[src/rtl/assert_macros.svh]
// Assertion macros shared by the RTL; they vanish in synthesis.
`ifndef ASSERT_MACROS_SVH
`define ASSERT_MACROS_SVH

`ifndef SYNTHESIS
`define ASSERT_IMPLY(label, clk, rstn, ante, cons) \
  label: assert property (@(posedge clk) disable iff (!(rstn)) (ante) |-> (cons)) \
    else $error("assertion failed: same-cycle implication");
`define ASSERT_NEXT(label, clk, rstn, ante, cons) \
  label: assert property (@(posedge clk) disable iff (!(rstn)) (ante) |=> (cons)) \
    else $error("assertion failed: next-cycle implication");
`else
`define ASSERT_IMPLY(label, clk, rstn, ante, cons)
`define ASSERT_NEXT(label, clk, rstn, ante, cons)
`endif

`endif

[src/rtl/afpp_pkg.sv]
// Types and constants of the ASCII field packet parser.
package afpp_pkg;

  typedef enum logic [1:0] {
    OP_SERIAL = 2'd0,
    OP_RADIO  = 2'd1,
    OP_TICK   = 2'd2
  } op_e;

  typedef enum logic [1:0] {
    LINK_NONE   = 2'd0,
    LINK_SERIAL = 2'd1,
    LINK_RADIO  = 2'd2
  } link_e;

  // atol-style conversion phases
  typedef enum logic [2:0] {
    PH_SKIP = 3'b001,
    PH_NUM  = 3'b010,
    PH_DONE = 3'b100
  } phase_e;

  localparam logic [7:0]  CH_START        = 8'h24;
  localparam logic [7:0]  CH_END          = 8'h3B;
  localparam logic [7:0]  CH_SPACE        = 8'h20;
  localparam logic [7:0]  CH_PLUS         = 8'h2B;
  localparam logic [7:0]  CH_MINUS        = 8'h2D;
  localparam logic [15:0] DEFAULT_TIMEOUT = 16'd3500;
  localparam logic [15:0] IDLE_MAX        = 16'hFFFF;

  typedef struct packed {
    logic [1:0] operation;
    logic [7:0] byte_value;
  } in_item_t;

  typedef struct packed {
    logic               field_valid;
    logic [2:0]         field_index;
    logic signed [15:0] field_value;
    logic               packet_end;
    logic [1:0]         link_mode;
  } out_item_t;

endpackage

[src/rtl/afpp_core.sv]
// Parser and link supervision state with the per-item update logic.
module afpp_core import afpp_pkg::*; #(
  parameter int MAX_FIELDS = 6
) (
  input  logic        clk_i,
  input  logic        rst_ni,
  input  logic        step_i,
  input  in_item_t    item_i,
  input  logic [15:0] timeout_i,
  output out_item_t   result_o
);

  logic        in_packet_q, in_packet_d;
  logic [2:0]  pos_q, pos_d;
  logic [15:0] acc_q, acc_d;
  logic        neg_q, neg_d;
  phase_e      phase_q, phase_d;
  logic        serial_q, serial_d;
  logic        radio_q, radio_d;
  logic [15:0] idle_q, idle_d;

  logic [7:0]  c;
  logic        is_digit;
  logic        is_ws;
  logic [15:0] acc_x10;

  assign c        = item_i.byte_value;
  assign is_digit = (c >= 8'h30) && (c <= 8'h39);
  assign is_ws    = (c >= 8'h09) && (c <= 8'h0D);
  assign acc_x10  = {acc_q[12:0], 3'b000} + {acc_q[14:0], 1'b0};

  always_comb begin
    in_packet_d = in_packet_q;
    pos_d       = pos_q;
    acc_d       = acc_q;
    neg_d       = neg_q;
    phase_d     = phase_q;
    serial_d    = serial_q;
    radio_d     = radio_q;
    idle_d      = idle_q;

    result_o.field_valid = 1'b0;
    result_o.field_index = 3'd0;
    result_o.field_value = 16'sd0;
    result_o.packet_end  = 1'b0;

    unique case (item_i.operation)
      OP_SERIAL: begin
        if (!radio_q) begin
          if (in_packet_q) begin
            if (c != CH_SPACE && c != CH_END) begin
              if (phase_q != PH_DONE) begin
                if (is_digit) begin
                  acc_d   = acc_x10 + {12'd0, c[3:0]};
                  phase_d = PH_NUM;
                end else if (phase_q == PH_SKIP && is_ws) begin
                  phase_d = PH_SKIP;
                end else if (phase_q == PH_SKIP && (c == CH_PLUS || c == CH_MINUS)) begin
                  neg_d   = (c == CH_MINUS);
                  phase_d = PH_NUM;
                end else begin
                  phase_d = PH_DONE;
                end
              end
            end else begin
              // field closes; extra fields beyond the limit are dropped
              if (pos_q < 3'(MAX_FIELDS)) begin
                result_o.field_valid = 1'b1;
                result_o.field_index = pos_q;
                result_o.field_value = neg_q ? (16'sd0 - $signed(acc_q)) : $signed(acc_q);
                pos_d = pos_q + 3'd1;
              end
              acc_d   = 16'd0;
              neg_d   = 1'b0;
              phase_d = PH_SKIP;
            end
          end
          if (c == CH_START) begin
            in_packet_d = 1'b1;
            pos_d       = 3'd0;
            acc_d       = 16'd0;
            neg_d       = 1'b0;
            phase_d     = PH_SKIP;
          end
          if (c == CH_END) begin
            in_packet_d         = 1'b0;
            serial_d            = 1'b1;
            idle_d              = 16'd0;
            result_o.packet_end = 1'b1;
          end
        end
      end
      OP_RADIO: begin
        if (!serial_q) begin
          radio_d = 1'b1;
          idle_d  = 16'd0;
        end
      end
      OP_TICK: begin
        if (idle_q != IDLE_MAX) begin
          idle_d = idle_q + 16'd1;
        end
        if ((serial_q || radio_q) && idle_d > timeout_i) begin
          serial_d = 1'b0;
          radio_d  = 1'b0;
        end
      end
      default: ;
    endcase

    priority if (serial_d) begin
      result_o.link_mode = LINK_SERIAL;
    end else if (radio_d) begin
      result_o.link_mode = LINK_RADIO;
    end else begin
      result_o.link_mode = LINK_NONE;
    end
  end

  always_ff @(posedge clk_i or negedge rst_ni) begin
    if (!rst_ni) begin
      in_packet_q <= 1'b0;
      pos_q       <= 3'd0;
      acc_q       <= 16'd0;
      neg_q       <= 1'b0;
      phase_q     <= PH_SKIP;
      serial_q    <= 1'b0;
      radio_q     <= 1'b0;
      idle_q      <= 16'd0;
    end else if (step_i) begin
      in_packet_q <= in_packet_d;
      pos_q       <= pos_d;
      acc_q       <= acc_d;
      neg_q       <= neg_d;
      phase_q     <= phase_d;
      serial_q    <= serial_d;
      radio_q     <= radio_d;
      idle_q      <= idle_d;
    end
  end

endmodule

[src/rtl/ascii_field_packet_parser.sv]
// ASCII field packet parser, top level: input and result registers, timeout register.
// Usage:
//   Input channel (in_valid_i / in_stall_o / in_data_i) carries one request per item:
//   a serial character, a radio frame event or a one millisecond tick.
//   Output channel (out_valid_o / out_stall_i / out_data_o) returns exactly one
//   result per request: an optional completed field with its index and value,
//   the end-of-packet flag and the link mode after the update.
//   The timeout register is written through cfg_valid_i / cfg_data_i; cfg_ready_o
//   is always high. Write it only while no request is in flight.
// Timing:
//   A request accepted into the input register is processed into the result register
//   once that register is free or being drained, and is then shown on out_valid_o.
//   One request per cycle is sustained while the receiver does not stall; the parser
//   state registers update at the same edge as the result register is written.
// Reset clears the parser and link state, empties both registers and loads a
// timeout of 3500 ms. When the receiver stalls, the result register holds its
// value, the input register still takes one request, and then in_stall_o rises.
`include "assert_macros.svh"

module ascii_field_packet_parser import afpp_pkg::*; #(
  parameter int MAX_FIELDS = 6
) (
  input  logic        clk_i,
  input  logic        rst_ni,
  input  logic        in_valid_i,
  output logic        in_stall_o,
  input  in_item_t    in_data_i,
  output logic        out_valid_o,
  input  logic        out_stall_i,
  output out_item_t   out_data_o,
  input  logic        cfg_valid_i,
  output logic        cfg_ready_o,
  input  logic [15:0] cfg_data_i
);

  logic        in_valid_q, in_valid_d;
  in_item_t    in_item_q;
  logic        out_valid_q, out_valid_d;
  out_item_t   out_item_q;
  logic [15:0] timeout_q;

  logic        advance;
  logic        in_accept;
  logic        step;
  out_item_t   result;
  logic        field_out;
  logic        end_out;

  // result register free or being drained this cycle
  assign advance    = !out_valid_q || !out_stall_i;
  assign in_stall_o = in_valid_q && !advance;
  assign in_accept  = in_valid_i && !in_stall_o;
  assign step       = in_valid_q && advance;

  assign in_valid_d  = in_accept || (in_valid_q && !advance);
  assign out_valid_d = step || (out_valid_q && out_stall_i);

  assign cfg_ready_o = 1'b1;
  assign out_valid_o = out_valid_q;
  assign out_data_o  = out_item_q;

  assign field_out = out_valid_q && out_item_q.field_valid;
  assign end_out   = out_valid_q && out_item_q.packet_end;

  afpp_core #(
    .MAX_FIELDS(MAX_FIELDS)
  ) u_core (
    .clk_i    (clk_i),
    .rst_ni   (rst_ni),
    .step_i   (step),
    .item_i   (in_item_q),
    .timeout_i(timeout_q),
    .result_o (result)
  );

  always_ff @(posedge clk_i or negedge rst_ni) begin
    if (!rst_ni) begin
      in_valid_q  <= 1'b0;
      out_valid_q <= 1'b0;
      timeout_q   <= DEFAULT_TIMEOUT;
    end else begin
      in_valid_q  <= in_valid_d;
      out_valid_q <= out_valid_d;
      if (cfg_valid_i && cfg_ready_o) begin
        timeout_q <= cfg_data_i;
      end
    end
  end

  always_ff @(posedge clk_i) begin
    if (in_accept) begin
      in_item_q <= in_data_i;
    end
    if (step) begin
      out_item_q <= result;
    end
  end

  `ASSERT_IMPLY(a_stall_only_when_full, clk_i, rst_ni, in_stall_o, in_valid_q)
  `ASSERT_IMPLY(a_index_in_range, clk_i, rst_ni, field_out, out_item_q.field_index < 3'(MAX_FIELDS))
  `ASSERT_IMPLY(a_end_sets_serial, clk_i, rst_ni, end_out, out_item_q.link_mode == LINK_SERIAL)
  `ASSERT_IMPLY(a_field_not_radio, clk_i, rst_ni, field_out, out_item_q.link_mode != LINK_RADIO)
  `ASSERT_NEXT(a_step_fills_result, clk_i, rst_ni, step, out_valid_q)

endmodule
[config.mk]
export PLATFORM = sky130hd
export DESIGN_NAME = ascii_field_packet_parser
export DESIGN_NICKNAME = d
export VERILOG_FILES = /design/src/rtl/afpp_pkg.sv /design/src/rtl/afpp_core.sv /design/src/rtl/ascii_field_packet_parser.sv
export VERILOG_INCLUDE_DIRS = /design/src /design/src/rtl
export SDC_FILE = /design/constraint.sdc
export NUM_CORES = 1
export LEC_CHECK = 0
export ABC_AREA = 0
export BUFFER_PORTS_ARGS = -buffer_cell sky130_fd_sc_hd__buf_2
export CAP_MARGIN = 20
export CORE_UTILIZATION = 65
export DETAILED_ROUTE_END_ITERATION = 6
export GPL_ROUTABILITY_DRIVEN = 0
export PLACE_DENSITY = 0.9
export SETUP_SLACK_MARGIN = 0.4
export SYNTH_ARGS = -nofsm -noshare
export SYNTH_HDL_FRONTEND = slang
export SYNTH_SLANG_ARGS = --single-unit
[constraint.sdc]
create_clock -name clk_i -period 10 [get_ports clk_i]
set_input_delay 1 -clock clk_i [delete_from_list [all_inputs] [get_ports clk_i]]
set_output_delay 1 -clock clk_i [all_outputs]
set_load 0.01 [all_outputs]
==> results.toml <==
[logic_synthesis]
ys_seq_elements = 93
synth.yosys.warnings = 0
async_reset_ff_share_pct = 64.5
post_synth_num_cell_types = 71
avgSynthCellArea_um2 = 9.66
syn_area_mm2 = 0.00591
synth_nets = 694
synthFlopType = "dfrtp_1"
synth-edff-count = 33
ys_seq_area_share_pct = 42.3
syn_inst = 612

[sta]
maxSlewViolCount = 0
period_share_pct = 40.2
slew_headroom_pct = 45.7
tightest_slew_ns = 0.814
finalSetupViolations = 0
grt_setup_unrepaired = "false"
hold_viol_final = 0
tns_ns = 0
min_period_ns = 4.02
max_freq_mhz = 249
skew_ns = 0.00979

[pwr]
cellLeakagePower_nw = 2.95
power_density_mw_per_mm2 = 123
ir_drop_v = 0.0000835
p_total_w = 0.000796

[critical_path]
r2r_slack_ns = 5.98
crit_type = "reg2reg"
slowest_stage = "nor4_1"
reg2reg_from = "u_core.idle_q[0]"
cp_max_fo = 8
endpoint_kind = "register"
ff2ff_path_depth = 12
critPathMaxStageDelay_ns = 0.63
crit_end = "out_data_o[1]"
r2r_end = "out_data_o[1]"
critPathRequiredTime_ns = 10.14
arrival_ns = 4.16
cp_common_cell = "nand4_1"
critPathLaunchType = "register"
crit_start = "u_core.idle_q[0]"
path_cells = "ha_1 -> nand4_1 -> nor4_1 -> clkbuf_2 -> nand4_1 -> nor2b_1 -> ha_1 -> nand4_1 -> nor4_1 -> a21oi_1 -> and2_1 -> a211o_1"

[cts]
tritoncts = "done"
post_cts_resize_count = 0
htreeDepth = 3
clk_path_buf_depth = 2
clk_pin_slew_ns = 0.10
cts.sinks = 93
numCtsBuffers = 9
cts_root_buf = "clkbuf_8"
hold_buffers = 0
clkLatencyLatePin_ns = 0.37
post_cts_buffers = 0

[placed_design]
io_buffers = 55
placed_cell_area_mm2 = 0.00624
dpl.hpwl_um = 10200
dp_cells = 756

[drt]
antenna_left = 0
vias = 5102
wl_per_cell_um = 17.9
routed_wl_um = 13900
vias_per_cell = 6.59
drc = 0
drt-pass1-iter-count = 5
drt_iter0_markers = 407

[hold_path]
hp-class = "reg2reg"
hp-start = "in_valid_q"

[die]
start_util_pct = 67.5
die_w_um = 97.4
core_mm2 = 0.00876
pin_count = 57
rows = 34
die_h_um = 97.4
dieArea_mm2 = 0.00948

[final_layout]
drive_above_1_share_pct = 14.1
final_cells = 774
fin_nets = 743
diodes = 0
syn2layout_area_growth_pct = 9.50
stdcell_area_mm2 = 0.00648

[grt]
grt.overflow.total = 0
grt_pass1_vias = 4941
grt_antenna_before_repair = 0
grt_pass1_wl_um = 22800
grt_max_degree = 61
gr-usage-all-layers_pct = 29.8

[job]
maxCapViolCount = 0

[status]
run_status = "finished, final reports clean"
==> worst min path at each step <==
stage                  endpoint  slack (ns)  cells after the start
floorplan           out_valid_o        0.44                      1
global placement    out_valid_o        0.45                      1
detailed placement  out_valid_o        0.49                      1
CTS                 out_valid_o        0.51                      1
global route        out_valid_o        0.51                      1
finish              out_valid_o        0.51                      1
==> final cells by class <==
type | instances | area [µm²]
fillers | 608 | 2290
repair buffers | 59 | 327
clock inverters | 7 | 78.8
inverters | 39 | 146
well taps | 108 | 135
clock buffers | 9 | 124
multi-input cells | 459 | 3160
flip-flops and latches | 93 | 2500
==> layer usage <==
layer	routed length (µm)	vias up	GRT usage (%)
li1	-	2363	-
met2	6720	248	49.2
met1	5670	2440	38.2
met5	0	-	0
met3	1020	51	4.60
met4	461	0	14.5
==> critical path: cells and delay by family, from the launching register on <==
| kind | cells | cell delay [ns] |
|---|---|---|
| flops | 1 | 0.49 |
| simple gates | 7 | 2.01 |
| fa+ha+maj | 2 | 0.58 |
| compound gates | 2 | 0.43 |
| buf+inv | 1 | 0.27 |
==> per-stage QoR <==
| stage | utilization, % | hold slack (ns) | setup slack (ns) |
|---|---|---|---|
| floorplan | - | 0.441 | 6.53 |
| global placement | 71.1 | 0.450 | 6.22 |
| detailed placement | 71.2 | 0.485 | 5.91 |
| CTS | 73.5 | 0.509 | 5.90 |
| global route | 73.9 | 0.514 | 5.80 |
| finish | 73.9 | 0.507 | 5.98 |
==> sequential cells by signal (all words and copies together), names as in the netlist, 3 cells and up <==
register,count
u_core.pos_q,3
u_core.phase_q,3
timeout_q,16
u_core.idle_q,16
u_core.acc_q,16
in_item_q,10
out_data_o,23
==> report_power, final <==
group	switching (W)	internal, W	leakage [nW]
Combinational	0.0000588	0.0000382	1.76
Sequential	0.0000165	0.000418	1.09
Clock	0.000146	0.000118	0.0929
Total	0.000222	0.000574	2.95
==> cell usage after synthesis, drive strengths merged, types with 4 or more instances <==
master / count / area [µm²]
a21o: 8 / 60.1
a21oi: 42 / 210
a22o: 12 / 105
a31oi: 5 / 31.3
a32o: 5 / 50.1
and2: 9 / 56.3
and3: 9 / 56.3
buf: 7 / 56.3
clkbuf: 14 / 53.8
dfrtp: 52 / 1300
dfstp: 8 / 210
edfxtp: 33 / 991
ha: 49 / 613
inv: 39 / 146
nand2: 50 / 188
nand2b: 7 / 43.8
nand3: 17 / 85.1
nand4: 11 / 68.8
nor2: 48 / 190
nor2b: 6 / 37.5
nor3: 11 / 55.1
nor4: 4 / 25.0
o211ai: 8 / 60.1
o21a: 7 / 52.6
o21ai: 38 / 190
o311ai: 5 / 43.8
o31ai: 11 / 82.6
or3: 7 / 43.8
or4: 4 / 30.0
xnor2: 14 / 123
xor2: 17 / 149
==> kinds of logic after synthesis <==
kind of cell / synth area share, %
and+or+nand+nor: 17.3
DFF: 42.3
muxes: 0.889
xor gates and xnor gates: 4.59
adders and majority gates: 11.0
buffers and inverters: 4.34
other: 0.0634
AOI/OAI and AO/OA: 19.5
==> layout by cell type, fill, tap and decap left out, drive strengths merged, types with 4 or more instances in the layout <==
cell type  synthesis  routed
edfxtp            33      33
dfrtp             52      52
a21oi             42      42
o21a               7       7
dfstp              8       8
a21o               8       8
nand4             11      11
nor3              11      11
or4                4       4
o211ai             8       8
o31ai             11      11
nor2b              6       6
ha                49      49
clkbuf            14      10
nand3             17      17
buf                7      58
nor4               4       4
xnor2             14      14
xor2              17      17
a22o              12      12
nor2              48      48
inv               39      42
o21ai             38      38
nand2b             7       7
nand2             50      50
or3                7       7
o311ai             5       5
and3               9       9
a32o               5       5
a31oi              5       5
and2               9       9
Power figures use the tool's default switching activity.
